File: config.mk
export PLATFORM = sky130hd
export DESIGN_NAME = length_prefixed_frame_deframer_flat
export DESIGN_NICKNAME = d
export VERILOG_FILES = /design/src/hdl/ldf_pkg.sv /design/src/hdl/ldf_if.sv /design/src/hdl/length_prefixed_frame_deframer.sv /design/src/hdl/ldf_front.sv /design/src/hdl/ldf_queue.sv /design/src/hdl/ldf_back.sv /design/src/flat_wrapper.sv
export SDC_FILE = /design/constraint.sdc
export NUM_CORES = 1
export LEC_CHECK = 0
export BUFFER_PORTS_ARGS = -buffer_cell sky130_fd_sc_hd__buf_2
export CELL_PAD_IN_SITES_DETAIL_PLACEMENT = 2
export CELL_PAD_IN_SITES_GLOBAL_PLACEMENT = 2
export CORE_ASPECT_RATIO = 0.8
export CORE_MARGIN = 3
export CORE_UTILIZATION = 35
export DETAILED_ROUTE_END_ITERATION = 12
export MAX_ROUTING_LAYER = met4
export PLACE_DENSITY = 0.6
export RECOVER_POWER = 50
export SYNTH_ARGS = -nofsm -noshare
export SYNTH_HDL_FRONTEND = slang
export SYNTH_SLANG_ARGS = --single-unit
File: constraint.sdc
create_clock -name clk -period 6.9 [get_ports clk]
set_clock_uncertainty 0.15 [all_clocks]
set_input_delay 1.38 -clock clk [delete_from_list [all_inputs] [get_ports clk]]
set_output_delay 1.38 -clock clk [all_outputs]
set_load 0.1 [all_outputs]
File: src/hdl/ldf_pkg.sv
// Package for the length-prefixed frame deframer.
// Types, codes and constants shared by the front, queue, back and top level.
// No dependencies.
package ldf_pkg;

	localparam int QUEUE_DEPTH_DEF = 4;
	localparam int CFG_IDX_W       = 2;
	localparam int CFG_DATA_W      = 16;

	localparam logic [CFG_IDX_W-1:0] REG_SYNC_BYTE   = 2'd0;
	localparam logic [CFG_IDX_W-1:0] REG_SYNC_REPEAT = 2'd1;
	localparam logic [CFG_IDX_W-1:0] REG_RESP_TYPE   = 2'd2;

	localparam logic [7:0]  SYNC_BYTE_RST   = 8'h00;
	localparam logic [3:0]  SYNC_REPEAT_RST = 4'd2;
	localparam logic [15:0] RESP_TYPE_RST   = 16'h0000;
	localparam logic [15:0] MIN_FRAME       = 16'd8;

	typedef enum logic [2:0] {
		KIND_DATA     = 3'd0,
		KIND_DONE     = 3'd1,
		KIND_EMPTY    = 3'd2,
		KIND_NOT_RESP = 3'd3,
		KIND_BAD_LEN  = 3'd4
	} kind_t;

	typedef enum logic [1:0] {
		PH_HUNT = 2'd0,
		PH_LEN  = 2'd1,
		PH_BODY = 2'd2
	} phase_t;

	typedef struct packed {
		logic [7:0]  sync_byte;
		logic [3:0]  sync_repeat;
		logic [15:0] response_type;
	} cfg_t;

	typedef struct packed {
		logic        data_v;
		logic [7:0]  type_code;
		logic [14:0] word_index;
		logic [15:0] word_value;
		logic        stat_v;
		kind_t       stat_kind;
		logic [14:0] stat_index;
	} event_t;

	typedef struct packed {
		logic full;
		logic empty;
	} q_status_t;

endpackage

File: src/hdl/ldf_if.sv
// Valid/ready channel interfaces for the deframer: received bytes in,
// result items out. No dependencies.
interface ldf_byte_if;
	logic       valid;
	logic       ready;
	logic [7:0] rx_byte;

	modport source (output valid, output rx_byte, input ready);
	modport sink   (input valid, input rx_byte, output ready);
endinterface

interface ldf_result_if;
	logic        valid;
	logic        ready;
	logic [2:0]  result_kind;
	logic [7:0]  type_code;
	logic [14:0] word_index;
	logic [15:0] word_value;
	logic        last;

	modport source (output valid, output result_kind, output type_code, output word_index,
		output word_value, output last, input ready);
	modport sink   (input valid, input result_kind, input type_code, input word_index,
		input word_value, input last, output ready);
endinterface

File: src/hdl/length_prefixed_frame_deframer.sv
// Top level of the length-prefixed frame deframer: config registers, front
// parser, event queue and result back end. Depends on ldf_pkg, ldf_if and submodules.
//
//   channel  dir  payload                                          accepted when
//   in_ch    in   rx_byte                                          valid && ready
//   out_ch   out  result_kind, type_code, word_index, word_value,  valid && ready
//                 last
//   cfg      in   cfg_index, cfg_data                              cfg_we
//
// One byte per cycle enters the front; the byte goes through a single parse stage.
// Each queued record yields one or two results, drained one per cycle by the back
// end unless out_ch stalls, so a final byte holding a word and status yields both.
// Bytes stall only when the QUEUE_DEPTH-entry event queue is full.
// Reset clears parser state and config registers at once; no clearing pass.
module length_prefixed_frame_deframer #(
	parameter int QUEUE_DEPTH = ldf_pkg::QUEUE_DEPTH_DEF
) (
	input  logic                             clk,
	input  logic                             arst_n,
	input  logic                             cfg_we,
	input  logic [ldf_pkg::CFG_IDX_W-1:0]    cfg_index,
	input  logic [ldf_pkg::CFG_DATA_W-1:0]   cfg_data,
	ldf_byte_if.sink                         in_ch,
	ldf_result_if.source                     out_ch
);
	import ldf_pkg::*;

	cfg_t      cfg_q;
	logic      acc;
	logic      push;
	logic      pop;
	event_t    ev;
	event_t    head;
	q_status_t q_stat;

	always_ff @(posedge clk or negedge arst_n) begin
		if (!arst_n) begin
			cfg_q.sync_byte     <= SYNC_BYTE_RST;
			cfg_q.sync_repeat   <= SYNC_REPEAT_RST;
			cfg_q.response_type <= RESP_TYPE_RST;
		end else if (cfg_we) begin
			unique case (cfg_index)
				REG_SYNC_BYTE:   cfg_q.sync_byte     <= cfg_data[7:0];
				REG_SYNC_REPEAT: cfg_q.sync_repeat   <= cfg_data[3:0];
				REG_RESP_TYPE:   cfg_q.response_type <= cfg_data[15:0];
				default: ;
			endcase
		end
	end

	assign in_ch.ready = !q_stat.full;
	assign acc         = in_ch.valid && in_ch.ready;

	ldf_front u_front (
		.clk     (clk),
		.arst_n  (arst_n),
		.cfg     (cfg_q),
		.acc     (acc),
		.rx_byte (in_ch.rx_byte),
		.push    (push),
		.ev      (ev)
	);

	ldf_queue #(
		.DEPTH (QUEUE_DEPTH)
	) u_queue (
		.clk    (clk),
		.arst_n (arst_n),
		.push   (push),
		.wr_ev  (ev),
		.pop    (pop),
		.head   (head),
		.status (q_stat)
	);

	ldf_back u_back (
		.clk    (clk),
		.arst_n (arst_n),
		.head   (head),
		.q_stat (q_stat),
		.pop    (pop),
		.out_ch (out_ch)
	);

	a_no_push_when_full: assert property (@(posedge clk) disable iff (!arst_n)
		q_stat.full |-> !push)
		else $error("event pushed into full queue");

	a_last_on_status: assert property (@(posedge clk) disable iff (!arst_n)
		out_ch.valid |-> (out_ch.last == (out_ch.result_kind != KIND_DATA)))
		else $error("last does not match result kind");

	a_status_value_zero: assert property (@(posedge clk) disable iff (!arst_n)
		(out_ch.valid && out_ch.last) |-> (out_ch.word_value == '0))
		else $error("status result carries a word value");

	a_pop_needs_entry: assert property (@(posedge clk) disable iff (!arst_n)
		pop |-> !q_stat.empty)
		else $error("pop from empty queue");

endmodule

File: src/hdl/ldf_front.sv
// Front end: parses one byte per transaction and emits one event record
// per byte that yields results. Depends on ldf_pkg.
module ldf_front (
	input  logic            clk,
	input  logic            arst_n,
	input  ldf_pkg::cfg_t   cfg,
	input  logic            acc,
	input  logic [7:0]      rx_byte,
	output logic            push,
	output ldf_pkg::event_t ev
);
	import ldf_pkg::*;

	phase_t      phase_q, phase_n;
	logic [3:0]  seen_q, seen_n;
	logic [15:0] pos_q, pos_n;
	logic [15:0] len_q, len_n;
	logic [7:0]  held_q, held_n;
	logic [15:0] mtype_q, mtype_n;
	logic [7:0]  plow_q, plow_n;

	logic [3:0]  need;
	logic [3:0]  seen_inc;
	logic [15:0] word;
	logic [14:0] widx;
	logic [15:0] len_minus;
	logic        frame_end;

	always_ff @(posedge clk or negedge arst_n) begin
		if (!arst_n) begin
			phase_q <= PH_HUNT;
			seen_q  <= '0;
			pos_q   <= '0;
			len_q   <= '0;
			held_q  <= '0;
			mtype_q <= '0;
			plow_q  <= '0;
		end else begin
			phase_q <= phase_n;
			seen_q  <= seen_n;
			pos_q   <= pos_n;
			len_q   <= len_n;
			held_q  <= held_n;
			mtype_q <= mtype_n;
			plow_q  <= plow_n;
		end
	end

	assign need      = (cfg.sync_repeat == 4'd0) ? 4'd1 : cfg.sync_repeat;
	assign seen_inc  = seen_q + 4'd1;
	assign word      = {rx_byte, held_q};
	assign widx      = pos_q[15:1];
	assign len_minus = len_q - MIN_FRAME;
	assign frame_end = ({1'b0, pos_q} + 17'd1) >= {1'b0, len_q};

	always_comb begin
		phase_n = phase_q;
		seen_n  = seen_q;
		pos_n   = pos_q;
		len_n   = len_q;
		held_n  = held_q;
		mtype_n = mtype_q;
		plow_n  = plow_q;
		ev      = '0;
		ev.stat_kind = KIND_DATA;
		if (acc) begin
			unique case (phase_q)
				PH_LEN: begin
					if (pos_q == 16'd0) begin
						held_n = rx_byte;
						pos_n  = 16'd1;
					end else begin
						len_n = word;
						if (word[0] || word < MIN_FRAME) begin
							ev.stat_v    = 1'b1;
							ev.stat_kind = KIND_BAD_LEN;
							phase_n      = PH_HUNT;
							seen_n       = '0;
							pos_n        = '0;
						end else begin
							pos_n   = 16'd2;
							phase_n = PH_BODY;
						end
					end
				end
				PH_BODY: begin
					ev.type_code = plow_q;
					if (!pos_q[0]) begin
						held_n = rx_byte;
					end else if (widx == 15'd1) begin
						mtype_n = word;
					end else if (widx == 15'd2) begin
						plow_n = word[7:0];
					end else if (widx >= 15'd4 && mtype_q == cfg.response_type) begin
						ev.data_v     = 1'b1;
						ev.word_index = widx - 15'd4;
						ev.word_value = word;
					end
					if (frame_end) begin
						ev.stat_v = 1'b1;
						if (mtype_q != cfg.response_type) begin
							ev.stat_kind = KIND_NOT_RESP;
						end else if (len_minus[15:1] == 15'd0) begin
							ev.stat_kind = KIND_EMPTY;
						end else begin
							ev.stat_kind  = KIND_DONE;
							ev.stat_index = len_minus[15:1];
						end
						phase_n = PH_HUNT;
						seen_n  = '0;
						pos_n   = '0;
					end else begin
						pos_n = pos_q + 16'd1;
					end
				end
				default: begin
					phase_n = PH_HUNT;
					if (rx_byte == cfg.sync_byte) begin
						if (seen_inc >= need) begin
							seen_n  = '0;
							pos_n   = '0;
							phase_n = PH_LEN;
						end else begin
							seen_n = seen_inc;
						end
					end else begin
						seen_n = '0;
					end
				end
			endcase
		end
		push = acc && (ev.data_v || ev.stat_v);
	end

endmodule

File: src/hdl/ldf_queue.sv
// Event queue between front and back: a small register FIFO.
// Depends on ldf_pkg.
module ldf_queue #(
	parameter int DEPTH = ldf_pkg::QUEUE_DEPTH_DEF
) (
	input  logic                clk,
	input  logic                arst_n,
	input  logic                push,
	input  ldf_pkg::event_t     wr_ev,
	input  logic                pop,
	output ldf_pkg::event_t     head,
	output ldf_pkg::q_status_t  status
);
	import ldf_pkg::*;

	localparam int PTR_W = (DEPTH > 1) ? $clog2(DEPTH) : 1;
	localparam int CNT_W = $clog2(DEPTH + 1);
	localparam logic [PTR_W-1:0] LAST_PTR = PTR_W'(DEPTH - 1);
	localparam logic [CNT_W-1:0] FULL_CNT = CNT_W'(DEPTH);

	event_t           mem_q [DEPTH];
	logic [PTR_W-1:0] wr_ptr_q, rd_ptr_q;
	logic [CNT_W-1:0] cnt_q;
	logic             do_push, do_pop;

	assign status.full  = (cnt_q == FULL_CNT);
	assign status.empty = (cnt_q == '0);
	assign do_push      = push && !status.full;
	assign do_pop       = pop && !status.empty;
	assign head         = mem_q[rd_ptr_q];

	always_ff @(posedge clk) begin
		if (do_push) begin
			mem_q[wr_ptr_q] <= wr_ev;
		end
	end

	always_ff @(posedge clk or negedge arst_n) begin
		if (!arst_n) begin
			wr_ptr_q <= '0;
			rd_ptr_q <= '0;
			cnt_q    <= '0;
		end else begin
			if (do_push) begin
				wr_ptr_q <= (wr_ptr_q == LAST_PTR) ? '0 : wr_ptr_q + PTR_W'(1);
			end
			if (do_pop) begin
				rd_ptr_q <= (rd_ptr_q == LAST_PTR) ? '0 : rd_ptr_q + PTR_W'(1);
			end
			if (do_push && !do_pop) begin
				cnt_q <= cnt_q + CNT_W'(1);
			end else if (do_pop && !do_push) begin
				cnt_q <= cnt_q - CNT_W'(1);
			end
		end
	end

endmodule

File: src/hdl/ldf_back.sv
// Back end: expands queued event records into result transactions through
// an output register. Depends on ldf_pkg and ldf_if.
module ldf_back (
	input  logic                clk,
	input  logic                arst_n,
	input  ldf_pkg::event_t     head,
	input  ldf_pkg::q_status_t  q_stat,
	output logic                pop,
	ldf_result_if.source        out_ch
);
	import ldf_pkg::*;

	logic        out_v_q;
	logic        data_done_q;
	logic [2:0]  kind_q;
	logic [7:0]  code_q;
	logic [14:0] index_q;
	logic [15:0] value_q;
	logic        last_q;
	logic        load;
	logic        emit_data;

	assign load      = !q_stat.empty && (!out_v_q || out_ch.ready);
	assign emit_data = head.data_v && !data_done_q;
	assign pop       = load && !(emit_data && head.stat_v);

	always_ff @(posedge clk or negedge arst_n) begin
		if (!arst_n) begin
			out_v_q     <= 1'b0;
			data_done_q <= 1'b0;
		end else begin
			if (load) begin
				out_v_q     <= 1'b1;
				data_done_q <= emit_data && head.stat_v;
			end else if (out_ch.ready) begin
				out_v_q <= 1'b0;
			end
		end
	end

	always_ff @(posedge clk) begin
		if (load) begin
			code_q <= head.type_code;
			if (emit_data) begin
				kind_q  <= KIND_DATA;
				index_q <= head.word_index;
				value_q <= head.word_value;
				last_q  <= 1'b0;
			end else begin
				kind_q  <= head.stat_kind;
				index_q <= head.stat_index;
				value_q <= '0;
				last_q  <= 1'b1;
			end
		end
	end

	assign out_ch.valid       = out_v_q;
	assign out_ch.result_kind = kind_q;
	assign out_ch.type_code   = code_q;
	assign out_ch.word_index  = index_q;
	assign out_ch.word_value  = value_q;
	assign out_ch.last        = last_q;

endmodule

File: src/flat_wrapper.sv
// flat-port wrapper written by rule: the top's interface ports become plain ports
module length_prefixed_frame_deframer_flat import ldf_pkg::*;
#(
	parameter int QUEUE_DEPTH = ldf_pkg::QUEUE_DEPTH_DEF
)
  (clk, arst_n, cfg_we, cfg_index, cfg_data, in_ch_valid, in_ch_rx_byte, in_ch_ready, out_ch_valid, out_ch_result_kind, out_ch_type_code, out_ch_word_index, out_ch_word_value, out_ch_last, out_ch_ready);
  ldf_byte_if in_ch_i ();
  ldf_result_if out_ch_i ();
  input  logic clk;
  input  logic arst_n;
  input  logic cfg_we;
  input  logic [ldf_pkg::CFG_IDX_W-1:0] cfg_index;
  input  logic [ldf_pkg::CFG_DATA_W-1:0] cfg_data;
  input wire logic [$bits(in_ch_i.valid)-1:0] in_ch_valid;
  input wire logic [$bits(in_ch_i.rx_byte)-1:0] in_ch_rx_byte;
  output wire logic [$bits(in_ch_i.ready)-1:0] in_ch_ready;
  output wire logic [$bits(out_ch_i.valid)-1:0] out_ch_valid;
  output wire logic [$bits(out_ch_i.result_kind)-1:0] out_ch_result_kind;
  output wire logic [$bits(out_ch_i.type_code)-1:0] out_ch_type_code;
  output wire logic [$bits(out_ch_i.word_index)-1:0] out_ch_word_index;
  output wire logic [$bits(out_ch_i.word_value)-1:0] out_ch_word_value;
  output wire logic [$bits(out_ch_i.last)-1:0] out_ch_last;
  input wire logic [$bits(out_ch_i.ready)-1:0] out_ch_ready;
  assign in_ch_i.valid = in_ch_valid;
  assign in_ch_i.rx_byte = in_ch_rx_byte;
  assign in_ch_ready = in_ch_i.ready;
  assign out_ch_valid = out_ch_i.valid;
  assign out_ch_result_kind = out_ch_i.result_kind;
  assign out_ch_type_code = out_ch_i.type_code;
  assign out_ch_word_index = out_ch_i.word_index;
  assign out_ch_word_value = out_ch_i.word_value;
  assign out_ch_last = out_ch_i.last;
  assign out_ch_i.ready = out_ch_ready;
  length_prefixed_frame_deframer #(.QUEUE_DEPTH(QUEUE_DEPTH)) u_core (.clk(clk), .arst_n(arst_n), .cfg_we(cfg_we), .cfg_index(cfg_index), .cfg_data(cfg_data), .in_ch(in_ch_i), .out_ch(out_ch_i));
endmodule
# After elaboration in Yosys (flattened, before gate mapping)
# Memories as Yosys holds them, arrays and structs flattened.
# Cells that the tools add are included.
# op_classes
n_reduce_logical,41
order_cmp,4
n_mux,51
n_addsub,9
eq_ne,17
n_bitwise,2
# ops
operator,count
two-way mux 31 bit,4
two-way mux 16 bit,4
two-way mux 15 bit,4
two-way mux 59 bit,1
two-way mux 40 bit,1
two-way mux 4 bit,8
one-hot mux 16 bit (2 select lines),1
two-way mux 19 bit,1
adder 16 x 1 -> 17 bit (second input constant),1
greater-or-equal comparator 17 x 16 -> 1 bit,1
adder 16 x 1 -> 16 bit (second input constant),1
equality test 16 bit,1
logical NOT 16 bit,1
less-than comparator 16 x 4 -> 1 bit (second input constant),1
two-way mux 8 bit,2
inequality test 16 bit,1
one-hot mux 4 bit (2 select lines),2
one-hot mux 8 bit (2 select lines),1
subtractor 16 x 4 -> 16 bit (second input constant),1
equality test 15 x 1 -> 1 bit (second input constant),1
equality test 15 x 2 -> 1 bit (second input constant),1
greater-or-equal comparator 15 x 3 -> 1 bit (second input constant),1
logical NOT 15 bit,1
subtractor 15 x 3 -> 15 bit (second input constant),1
other kinds (27),82
# word_totals
memories,1
ff_bits,150
ramBits,236
# mem_list
memory,depth,word_bits,read_ports,rd_clocked_by_memory_dff,write_ports,line_no,source
u_core.u_queue.mem_q,4,59,1,0,1,ldf_queue.sv:21,event_t mem_q [DEPTH];

# Depth between registers and ports, before layout
# logic_depth
word_depth,15
depth_mapped,18
ltp_nobuf,18

# Cells and area by module
# A second synthesis with hierarchy kept.
# hier_totals
hier_cells,1089
area_unflattened_um2,16768.6
# by_module_without_submodules
mod,seq_area_each_um2,area_per_inst_um2,cells_per_inst,n_inst
ldf_queue,7262.0,8941.1,346,1
ldf_front,1751.7,5024.8,559,1
ldf_back,1341.3,1717.9,122,1
length_prefixed_frame_deframer,701.9,1084.8,62,1

# Worst setup path before layout
# OpenSTA, ideal clock, no wires.
# synth_timing
path_type,input to register
start,in out_ch_ready
end,reg u_core.u_queue.cnt_q[1]
slack_ns,1.401
path_buffers,0
arrival_time_ns,5.224
setup_ns,0.125
path_stages,7
t_required_ns,6.625
cell_sequence,inv_1 > a21oi_1 > o21ai_1 > ha_1 > inv_1 > fa_1 > mux2_2
# synth_between
elab_chain_cells,7
# synth_rtl
item,line_no,source
from (decl),flat_wrapper.sv:23,input wire logic [$bits(out_ch_i.ready)-1:0] out_ch_ready;
logical OR 1 bit *,ldf_back.sv:23,assign load = !q_stat.empty && (!out_v_q || out_ch.ready);
logical AND 1 bit *,ldf_back.sv:23,
named net u_core.u_back.load,ldf_back.sv:20,logic load;
logical AND 1 bit *,ldf_back.sv:25,assign pop = load && !(emit_data && head.stat_v);
logical AND 1 bit *,ldf_queue.sv:29,assign do_pop = pop && !status.empty;
logical NOT 1 bit,ldf_queue.sv:50,if (do_push && !do_pop) begin
logical AND 1 bit,ldf_queue.sv:50,
two-way mux 3 bit / nonzero test 2 bit (equally long branches),--,
to (signal assigned),ldf_queue.sv:51,cnt_q <= cnt_q + CNT_W'(1);
to (signal assigned),ldf_queue.sv:53,cnt_q <= cnt_q - CNT_W'(1);
to (decl),ldf_queue.sv:23,logic [CNT_W-1:0] cnt_q;
# Mark *: on every way through the listed nets, which the timed path passes. The rest lies on a longest branch.
# A chain may end at the register's enable or synchronous reset.

# Worst setup path after layout
# layout_timing
start,reg u_core.u_front.pos_q[6]
end,reg u_core.u_queue.cnt_q[1]
# layout_between
elab_chain_cells,14
# layout_rtl
item,line_no,source
from (decl),ldf_front.sv:16,"logic [15:0] pos_q, pos_n;"
from (signal assigned),ldf_front.sv:41,pos_q <= pos_n;
"parallel branches: the longest is 7 deep, another holds adder 16 x 1 -> 17 bit",--,
two-way mux 59 bit *,ldf_front.sv:66,if (acc) begin
logical OR 1 bit *,ldf_front.sv:132,push = acc && (ev.data_v || ev.stat_v);
logical AND 1 bit *,ldf_front.sv:132,
logical AND 1 bit *,ldf_queue.sv:28,assign do_push = push && !status.full;
named net u_core.u_queue.do_push,ldf_queue.sv:24,"logic do_push, do_pop;"
logical NOT 1 bit,ldf_queue.sv:52,end else if (do_pop && !do_push) begin
logical AND 1 bit,ldf_queue.sv:52,
nonzero test 2 bit (no line),--,
# Mark *: on every way through the listed nets, which the timed path passes.

==> metrics.cfg <==
[route]
routed_wire_length_per_instance_um=24.6
wl_met2_mm=19.0
wl_met3_mm=1.99
ant_nets=0
routed_wl_mm=42.2
viasPerCell=5.15
drt_first_iter_violations=478
highest_layer=met4
vias=8850
firstDrtPassIters=4
drc=0
met1_length_mm=20.5

[timing]
setup_tns_ns=0
rsz0062_at_grt=no
period_share_pct=81.2
tightest_slew_ns=4.51
hold_viol_final=0
slew_viol_final=156
relSlewSlack_pct=-200
max_freq_mhz=179
setup-violations-final=0
fin_crit_ns=5.60

[floorplanning]
die_area_um2=49700
core_area_um2=46100
start_util_pct=35.7
die_y_um=200
die_w_um=249
io_pins=76
core.rowCount=70

[synthesis]
synth_area_leaders=edfxtp_1 (51%), dfrtp_1 (16%), mux4_2 (8.1%)
yosysSeqAreaShare_pct=67.1
syn-mean-instance-area_um2=16.8
syn_area_um2=16500
synth_top_area_share_pct=50.9
netlist_instances=978
synth-edff-count=279
synth-main-ff-cell=edfxtp_1
synth_nets=1047
async_flop_share_pct=27.7
synth_warnings=0
synth_top_area_cell=edfxtp_1
synth.distinct_cells=64
synth_seq_cells=386

[worst_hold_path]
holdPathEnd=u_core.u_queue.cnt_q[2]
hold_class=flop to flop
hold_start=u_core.u_queue.cnt_q[2]
min_path_cells=1

[clocking]
h-tree-depth=2
clock_path_buffers=3
postCtsSetupBuffers=0
cts.clk_slew.worst_paths_ns=0.05
clock_latency_ns=0.57
cts_tree=yes
cts_buffers=42
cts_root_buf=clkbuf_16
hold_buffers=0
cts.sinks=386
post_cts_resized=0

[cells_and_area]
final_nets=1143
drive_gt1_share_pct=24.6
layout_commonest_cell=edfxtp_1
area_growth_pct=14.1
n_antenna_cell=0
mostFrequentLayoutCells=edfxtp_1 (279), dfrtp_1 (104), mux2_2 (95), clkbuf_1 (64), mux4_2 (59)

[run_status]
status=complete, but fails checks
violations=max-capacitance violations, max-slew violations

[placed_design]
dp_hpwl_mm=29.1
gp_routability_congestion=0.781
io_buffers=75

[critical_path]
worstPathRequired_ns=7.19
r2r_cells=11
crit_path_end_kind=flop
r2r_slack_ns=1.30
timing.rr.end=u_core.u_queue.cnt_q[1]
reg2reg_from=u_core.u_front.pos_q[6]
setup.worst_path.start_class=flop
cp_max_fo=22
setup.worst_path.class=flop to flop
cp.arrival_ns=5.89

[grt]
antenna_found_initial=0
grt_max_degree=67
grt_pass1_wl_mm=64.7
overflow=0
grt_pass1_vias=9760
grt_usage_pct=17.8

[pwr]
sequentialPowerShare_pct=40.6
ir_drop_mv=0.229
p_sw_mw=2.49
leakage_nw=6.99
clkPwrFrac_pct=30.8
power_density_nw_per_um2=377
total_power_mw=7.08
combinationalPowerShare_pct=28.6
internal_power_mw=4.60
swShare_pct=35.1

[run]
maxCapViolCount=3

[worst max path at each step]
stage	from	endpoint	slack [ns]	depth (start not counted)
3_5_place_dp	u_core.u_front.pos_q[3]	u_core.u_queue.mem_q[1][45]	1.54	12
3_3_place_gp	u_core.u_front.pos_q[3]	u_core.u_queue.mem_q[1][10]	1.78	12
5_1_grt	u_core.u_front.pos_q[6]	u_core.u_queue.cnt_q[1]	0.84	11
2_1_floorplan	out_ch_ready	u_core.u_queue.cnt_q[1]	1.40	7
6_report	u_core.u_front.pos_q[6]	u_core.u_queue.cnt_q[1]	1.30	11
4_1_cts	u_core.u_front.pos_q[3]	u_core.u_queue.mem_q[1][11]	1.54	12
[metal layers]
metal	vias to the layer above	GRT usage [%]
li1	3919	-
met5	-	-
met1	4730	25.4
met3	49	3.32
met4	0	4.26
met2	152	26.5
[synth_stat cells, types with 8 or more instances]
master      n
o21ai_0     8
xnor2_1    50
nand2_1    18
nor3_1     10
nor4_1      8
nand4_1    20
nand3_1    11
buf_2      11
a21oi_1    15
nor2_1     48
xor2_1     11
mux2_2     98
clkbuf_1   20
edfxtp_1  279
inv_1      37
a22o_1     14
mux4_2     59
and2_1     28
dfrtp_1   106
ha_1       37
nor2b_1    18
[worst max-delay path, cell delays in order (launching register included)]
cell and delay (ns):
dfrtp_1 0.48, nor4_1 1.00, nand4_1 0.32, a311oi_1 0.31, nand4bb_1 0.55, clkinvlp_2 0.84
a311oi_4 0.67, inv_1 0.16, ha_1 0.26, inv_1 0.08, fa_1 0.40, mux2_2 0.27
[power groups by stage]
stage,sequential [mW],combinational (mW),clock (mW)
floorplan,3.64,0.846,0
global placement,2.91,2.03,0
detailed placement,2.92,2.05,0
CTS,2.88,2.06,2.26
global route,2.90,2.16,2.35
finish,2.87,2.03,2.18
[kinds of logic (layout without fill, tap and decap cells)]
kind of cell,count (synthesis),count (layout),synth area share [%]
fa+ha+maj,38,38,2.93
compound gates,59,59,2.64
buf+inv,77,204,2.01
xor+xnor,61,61,3.24
simple gates,197,197,7.01
mux,160,160,15.0
flops,386,386,67.1
[state kept, by name (all words and copies together), names as in the netlist]
register / flops
u_core.u_front.len_q: 16
u_core.u_queue.rd_ptr_q: 2
u_core.u_back.out_ch.result_kind: 3
u_core.u_front.phase_q: 2
u_core.u_queue.wr_ptr_q: 2
u_core.u_back.out_ch.valid: 1
u_core.u_front.held_q: 8
u_core.cfg_q: 28
u_core.u_back.out_ch.word_value: 16
u_core.u_front.seen_q: 4
u_core.u_back.out_ch.last: 1
u_core.u_front.pos_q: 16
u_core.u_front.plow_q: 8
u_core.u_back.out_ch.type_code: 8
u_core.u_queue.cnt_q: 3
u_core.u_front.mtype_q: 16
u_core.u_queue.mem_q: 236
u_core.u_back.out_ch.word_index: 15
u_core.u_back.data_done_q: 1
[layout make-up]
cell class                 instances  area (µm²)
clock buffer                      59        1160
clock inverter                    16         160
fill                            4496       27300
inverter                          38         144
multi-input combinational        515        5070
sequential                       386       11100
tap                              612         766
timing repair buffer              91         433
[per-stage QoR]
| stage | instance area (µm²) | util [%] | setup WS [ns] | cells | hold WS (ns) |
|---|---|---|---|---|---|
| final | 18800 | 40.8 | 1.30 | 1717 | 0.334 |
| after global routing | 18800 | 40.8 | 0.842 | 1717 | 0.371 |
| after CTS | 18900 | 41.1 | 1.54 | 1717 | 0.344 |
| after detailed placement | 17600 | 38.2 | 1.54 | 1642 | 0.331 |
| after global placement | 17600 | 38.2 | 1.78 | 1642 | 0.322 |
| after floorplan | 16500 | - | 1.40 | 978 | 0.306 |
Power figures use the tool's default switching activity.
